<file path="config.mk">
export PLATFORM = sky130hd
export DESIGN_NAME = gmbs_div
export DESIGN_NICKNAME = d
export VERILOG_FILES = /design/src/design/gmbs_pkg.sv /design/src/design/gmbs_div.sv
export SDC_FILE = /design/constraint.sdc
export NUM_CORES = 1
export LEC_CHECK = 0
export ABC_CLOCK_PERIOD_IN_PS = 3500
export BUFFER_PORTS_ARGS = -buffer_cell sky130_fd_sc_hd__clkbuf_2
export CORE_ASPECT_RATIO = 1.5
export CORE_MARGIN = 10
export CORE_UTILIZATION = 40
export DETAILED_ROUTE_END_ITERATION = 12
export PLACE_DENSITY = 0.7
export SLEW_MARGIN = 20
export SYNTH_ARGS = -nofsm -noshare
export SYNTH_HDL_FRONTEND = slang
export SYNTH_SLANG_ARGS = --single-unit
</file>
<file path="constraint.sdc">
create_clock -name clk -period 3.5 [get_ports clk]
set_clock_uncertainty 0.05 [all_clocks]
set_input_delay 0.525 -clock clk [delete_from_list [all_inputs] [get_ports clk]]
set_output_delay 0.525 -clock clk [all_outputs]
set_load 0.02 [all_outputs]
</file>
<file path="src/design/gmbs_pkg.sv">
package gmbs_pkg;

  // Field widths
  localparam int LOC_W      = 14;
  localparam int CH_W       = 2;
  localparam int SAMPLE_W   = 8;
  localparam int MEAN_W     = 16;
  localparam int VAR_W      = 24;
  localparam int WGT_W      = 16;
  localparam int RATE_W     = 16;
  localparam int COMP_W     = MEAN_W + VAR_W + WGT_W;
  localparam int SUM_W      = 19;
  localparam int QUOT_W     = 33;
  localparam int CFG_IDX_W  = 3;
  localparam int CFG_DATA_W = 24;

  // Arithmetic constants
  localparam logic [10:0]         MATCH_SCALE = 11'd1600;
  localparam logic [SAMPLE_W-1:0] FG_VALUE    = 8'hFF;
  localparam int                  INIT_MEAN_BASE = 50;
  localparam int                  INIT_MEAN_STEP = 80;

  // Register reset values
  localparam logic [RATE_W-1:0] WEIGHT_RATE_RST = 16'd655;
  localparam logic [RATE_W-1:0] MODEL_RATE_RST  = 16'd655;
  localparam logic [WGT_W-1:0]  BG_SHARE_RST    = 16'd58982;
  localparam logic [VAR_W-1:0]  REPLACE_VAR_RST = 24'd2560000;
  localparam logic [VAR_W-1:0]  INIT_VAR_RST    = 24'd2560000;

  typedef enum logic [CFG_IDX_W-1:0] {
    CFG_WEIGHT_RATE = 3'd0,
    CFG_MODEL_RATE  = 3'd1,
    CFG_BG_SHARE    = 3'd2,
    CFG_REPLACE_VAR = 3'd3,
    CFG_INIT_VAR    = 3'd4
  } cfg_idx_t;

  typedef struct packed {
    logic              start;
    logic [QUOT_W-1:0] dividend;
    logic [SUM_W-1:0]  divisor;
  } div_req_t;

  typedef struct packed {
    logic              done;
    logic [QUOT_W-1:0] quot;
  } div_rsp_t;

  // Mean loaded by an init word for component g, Q8.8
  function automatic logic [MEAN_W-1:0] init_mean(input int g);
    int mu;
    mu = INIT_MEAN_BASE + INIT_MEAN_STEP * g;
    if (mu > 255) mu = 255;
    return {8'(mu), 8'h00};
  endfunction

endpackage

</file>
<file path="src/design/gmbs_div.sv">
module gmbs_div (
  input  logic                clk,
  input  logic                rst_n,
  input  gmbs_pkg::div_req_t  req,
  output gmbs_pkg::div_rsp_t  rsp
);
  import gmbs_pkg::*;

  logic                busy_r;
  logic [5:0]          cnt_r;
  logic [SUM_W-1:0]    rem_r;
  logic [QUOT_W-1:0]   quo_r;
  logic [SUM_W-1:0]    divisor_r;
  logic                done_r;
  logic [SUM_W:0]      trial;
  logic                take;

  // One restoring step: shift in next dividend bit, subtract when it fits
  always_comb begin
    trial = {rem_r, quo_r[QUOT_W-1]};
    take  = (trial >= {1'b0, divisor_r});
  end

  always_ff @(posedge clk) begin
    if (!rst_n) begin
      busy_r <= 1'b0;
      done_r <= 1'b0;
      cnt_r  <= '0;
    end else begin
      done_r <= 1'b0;
      if (req.start && !busy_r) begin
        busy_r    <= 1'b1;
        cnt_r     <= 6'(QUOT_W - 1);
        rem_r     <= '0;
        quo_r     <= req.dividend;
        divisor_r <= req.divisor;
      end else if (busy_r) begin
        rem_r <= take ? SUM_W'(trial - {1'b0, divisor_r}) : trial[SUM_W-1:0];
        quo_r <= {quo_r[QUOT_W-2:0], take};
        if (cnt_r == '0) begin
          busy_r <= 1'b0;
          done_r <= 1'b1;
        end else begin
          cnt_r <= cnt_r - 6'd1;
        end
      end
    end
  end

  assign rsp.done = done_r;
  assign rsp.quot = quo_r;

endmodule

</file>
== Yosys cells after proc, flatten, opt, wreduce, memory -nomap -nowiden ==
Cells that the tools add are included.

* Memories: 0
* Word-level logic and storage cells: 35
* Bits in latches: 0
* Memory bits (read-only): 0
* Memory bits (writable): 0
* Bits in registers: 79

* Shift operators: 0
* Multiplexer cells: 11
* Div/mod/pow operators: 0
* Reductions and logical operators: 10
* Bitwise logic cells: 3
* Multipliers: 0
* Order comparisons: 1
* $add $sub $neg: 2
* Equality and inequality tests: 1

{| class="wikitable"
|+ Operators with widths
! kind !! number
|-
| $mux 33 || 2
|-
| $mux 19 || 2
|-
| $ge 20x19->1 || 1
|-
| $sub 19x19->19 || 1
|-
| $mux 6 || 3
|-
| $reduce_and 2->1 || 4
|-
| $logic_not 6->1 || 1
|-
| $sub 6x1->6 const B || 1
|-
| $mux 1 || 4
|-
| $not 1->1 || 3
|-
| $reduce_or 3->1 || 1
|-
| $ne 2x2->1 const B || 1
|-
| $reduce_bool 2->1 || 1
|-
| $reduce_or 2->1 || 1
|-
| $logic_and 1x1->1 || 1
|-
| $logic_not 1->1 || 1
|}

== Longest topological paths before layout ==
* Depth in word-level cells: 4
* Gate-level depth with buffers: 10
* Mapped depth without buffers: 9

== Worst setup path before layout ==
OpenSTA, ideal clock, no wires.

* Path type: register to register
* Start point: reg quo_r[32]
* End point: reg rem_r[0] (data pin)
* Data required time: 3.190 ns
* Arrival: 2.595 ns
* Buffers on the path: 0
* Clock period less this slack: 2.904 ns
* Cell stages (with the launch flop): 10
* Setup time: 0.260 ns
* Path slack: 0.596 ns
* Cells stage by stage: edfxtp_1 inv_1 ha_1 fa_1 nand2b_1 a21o_1 a211oi_4 o31ai_1 a21oi_2 mux2_2

* Word-level cells in the longest chain between the ends: 3

{| class="wikitable"
|+ Ends and longest elaborated chain
! element !! RTL line !! RTL
|-
| from (decl) || gmbs_div.sv:12 || <nowiki>logic [QUOT_W-1:0] quo_r;</nowiki>
|-
| from (signal assigned) || gmbs_div.sv:35 || <nowiki>quo_r <= req.dividend;</nowiki>
|-
| from (signal assigned) || gmbs_div.sv:39 || <nowiki>quo_r <= {quo_r[QUOT_W-2:0], take};</nowiki>
|-
| $sub 19x19->19 / $ge 20x19->1 (equally long branches) || gmbs_div.sv:38, gmbs_div.sv:21 ||
|-
| $mux 19 * || gmbs_div.sv:38 || <nowiki>rem_r <= take ? SUM_W'(trial - {1'b0, divisor_r}) : trial[SUM_W-1:0];</nowiki>
|-
| $mux 19 * || gmbs_div.sv:37 || <nowiki>end else if (busy_r) begin</nowiki>
|-
| to (signal assigned) || gmbs_div.sv:38 ||
|-
| to (decl) || gmbs_div.sv:11 || <nowiki>logic [SUM_W-1:0] rem_r;</nowiki>
|}

Mark *: on every way between the ends. The rest lies on a longest branch, timed or not. The select of a mux whose other input is x is not followed.
A chain may end at the register's enable or synchronous reset.

== Worst setup path in the final report ==
Same ends and word-level chain as after synthesis.

==> impl_metrics.json <==
{
  "grt_start_max_net_pins": 47,
  "drc": 0,
  "slew_violations": 0,
  "port_buffers": 88,
  "worst_path_max_delay_cell": "fa_1",
  "worstSetupPathType": "reg2reg",
  "path_cells": "inv_1 -> ha_1 -> fa_1 -> nand2b_1 -> a21o_1 -> a211oi_4 -> o31ai_1 -> a21oi_2 -> mux2_2",
  "crit_fanout": 8,
  "start_util": 0.409,
  "drt-initial-drc-count": 183,
  "fin_hold_ws_ns": 0.305,
  "period_minus_slack_ns": 3.08,
  "layout_common_cells": "130 x nand2_1, 88 x clkbuf_2, 71 x edfxtp_1",
  "die_h_um": 150,
  "numCtsBuffers": 9,
  "firstDrtPassIters": 4,
  "cts_tree": "done",
  "p_per_area_nw_per_um2": 553,
  "nets": 633,
  "final_cell_area_um2": 5400,
  "worst_ep_arrival_time_ns": 3.12,
  "grt_pass1_vias": 3880,
  "placed_area_um2": 5110,
  "dp_cells": 692,
  "post_cts_buffers": 0,
  "worst_slew_pin_slew_ns": 0.954,
  "drive_gt1_frac": 0.220,
  "final.period_utilization": 0.879,
  "clk_latency_ns": 0.34,
  "rows": 47,
  "io_pins": 89,
  "globalplace.congestion": 0.897,
  "reg2reg_slack_ns": 0.42,
  "crit_required_ns": 3.54,
  "async_flop_share": 0,
  "reg2regPathDepth": 9,
  "rsz0062_at_grt": "false",
  "root_buffer": "clkbuf_16",
  "grt_usage": 0.142,
  "path_buf_inv": 1,
  "critPathCaptureType": "flop",
  "yosysWarnings": 0,
  "synth-main-ff-cell": "edfxtp_1",
  "overflow": 0,
  "wire_per_inst_um": 15.9,
  "grt_pass1_wl_um": 18400,
  "synthCells": 470,
  "postCtsHoldBufs": 0,
  "tns_ns": 0,
  "holdPathStages": 1,
  "finalNonFillerCells": 707,
  "cts_resized": 0,
  "worst_setup_path_start_kind": "flop",
  "slew_headroom": 0.364,
  "ant_nets": 0,
  "syn_area_per_cell_um2": 9.62,
  "ys_seq_elements": 79,
  "syn_area_um2": 4520,
  "htree_levels": 3,
  "fillers": 1095,
  "antenna_found_initial": 0,
  "min_from": "req[17]",
  "cp_slowest_stage_delay_ns": 0.38,
  "clockBufferDepth": 2,
  "drt-total-wl_um": 11300,
  "yosysSeqAreaShare": 0.507,
  "fmax_mhz": 325,
  "hold_end": "divisor_r[17]",
  "hold_viol": 0,
  "status": "completed",
  "die_area_um2": 16000,
  "synth.distinct_cells": 56,
  "routed_via_density": 5.27,
  "synth_nets": 547,
  "power_mw": 2.99,
  "core_um2": 11100,
  "vias": 3724,
  "finalSetupViolations": 0,
  "final_common_cell": "nand2_1",
  "synth_edf_count": 71,
  "hold_class": "in2reg",
  "r2r_end": "rem_r[0]",
  "cap_violations": 0,
  "cts.sinks": 79,
  "clkTransAtPathRegs_ns": 0.06,
  "peakVddDrop_v": 0.000386,
  "die_x_um": 107,
  "r2r-start": "quo_r[32]",
  "critPathTopFamily": "compound AO/OA/AOI/OAI gates",
  "leakage_nw": 2.42,
  "n_antenna_cell": 0,
  "synthToLayoutAreaGrowth_pct": 19.4,
  "dp_hpwl_um": 8410
}
-- where the power goes --
group / switching (mW) / internal, mW / leakage [nW] / total [mW]
sequential: 0.0513 / 1.17 / 0.743 / 1.22
combinational: 0.525 / 0.333 / 1.53 / 0.858
clock: 0.367 / 0.546 / 0.145 / 0.914
-- worst max path at each step --
stage                     slack [ns]        to  depth (start not counted)       from
after global placement          0.55  rem_r[0]                          9  quo_r[32]
after global routing            0.28  rem_r[1]                          9  quo_r[32]
final                           0.42  rem_r[0]                          9  quo_r[32]
after detailed placement        0.44  rem_r[0]                          9  quo_r[32]
after CTS                       0.44  rem_r[0]                          9  quo_r[32]
after floorplan                 0.60  rem_r[0]                          9  quo_r[32]
-- layout make-up --
| class | count | area (µm²) | area share |
|---|---|---|---|
| Multi-Input combinational cell | 347 | 2060 | 0.382 |
| Timing Repair Buffer | 93 | 478 | 0.0885 |
| Clock inverter | 6 | 62.6 | 0.0116 |
| Inverter | 26 | 97.6 | 0.0181 |
| Sequential cell | 79 | 2290 | 0.424 |
| Clock buffer | 9 | 225 | 0.0417 |
| Tap cell | 147 | 184 | 0.0341 |
-- worst register-to-register path: cells and delay by family (launching register included) --
family                   cells  cell delay, ns
AO/OA/AOI/OAI                4            1.21
adder cells (fa/ha/maj)      2            0.61
buffers and inverters        1            0.06
flip-flops                   1            0.34
multiplexers                 1            0.37
AND/OR/NAND/NOR              1            0.19
-- routing by layer --
metal | wire length [µm] | share of wire | global-route usage
met5 | 0 | 0 | 0
met2 | 6210 | 0.55 | 0.257
met4 | 350 | 0.031 | 0.0802
met3 | 411 | 0.037 | 0.0304
met1 | 4290 | 0.38 | 0.147
-- sequential cells by signal, indices dropped and copies added (netlist names) --
name	flops
rem_r	19
done_r	1
cnt_r	6
busy_r	1
quo_r	33
divisor_r	19
-- metrics by stage --
step	worst slack [ns]	util
after CTS	0.435	0.488
final	0.425	0.488
after global routing	0.277	0.488
after global placement	0.549	0.462
after floorplan	0.596	-
after detailed placement	0.444	0.462
-- cell families after synthesis --
| family | share of synthesized area |
|---|---|
| adder cells (fa/ha/maj) | 0.0625 |
| buffers and inverters | 0.0390 |
| AND/OR/NAND/NOR | 0.215 |
| AO/OA/AOI/OAI | 0.133 |
| flip-flops | 0.507 |
| multiplexers | 0.0293 |
| XOR/XNOR | 0.0136 |
-- Yosys cell counts (all sizes together), types with 3 or more instances --
| cell | number | area [µm²] |
|---|---|---|
| and2 | 6 | 37.5 |
| nand3 | 15 | 75.1 |
| and3 | 7 | 48.8 |
| ha | 21 | 263 |
| nor3 | 8 | 40.0 |
| o21ai | 15 | 75.1 |
| nor2b | 3 | 18.8 |
| nand2 | 130 | 488 |
| clkbuf | 14 | 52.6 |
| buf | 4 | 26.3 |
| a21oi | 19 | 98.9 |
| or2 | 3 | 18.8 |
| mux2i | 11 | 110 |
| a21o | 10 | 75.1 |
| nor2 | 24 | 90.1 |
| inv | 26 | 97.6 |
| o21a | 6 | 45.0 |
| or4 | 3 | 22.5 |
| edfxtp | 71 | 2130 |
| a211oi | 6 | 57.6 |
| xnor2 | 3 | 26.3 |
| a21boi | 4 | 30.0 |
| nand2b | 4 | 25.0 |
| nor4 | 3 | 18.8 |
| or3 | 5 | 31.3 |
| dfxtp | 8 | 160 |
| o211ai | 7 | 57.6 |
| nand4 | 3 | 18.8 |
| xor2 | 4 | 35.0 |
No activity file was read; power rests on OpenSTA's default activity.
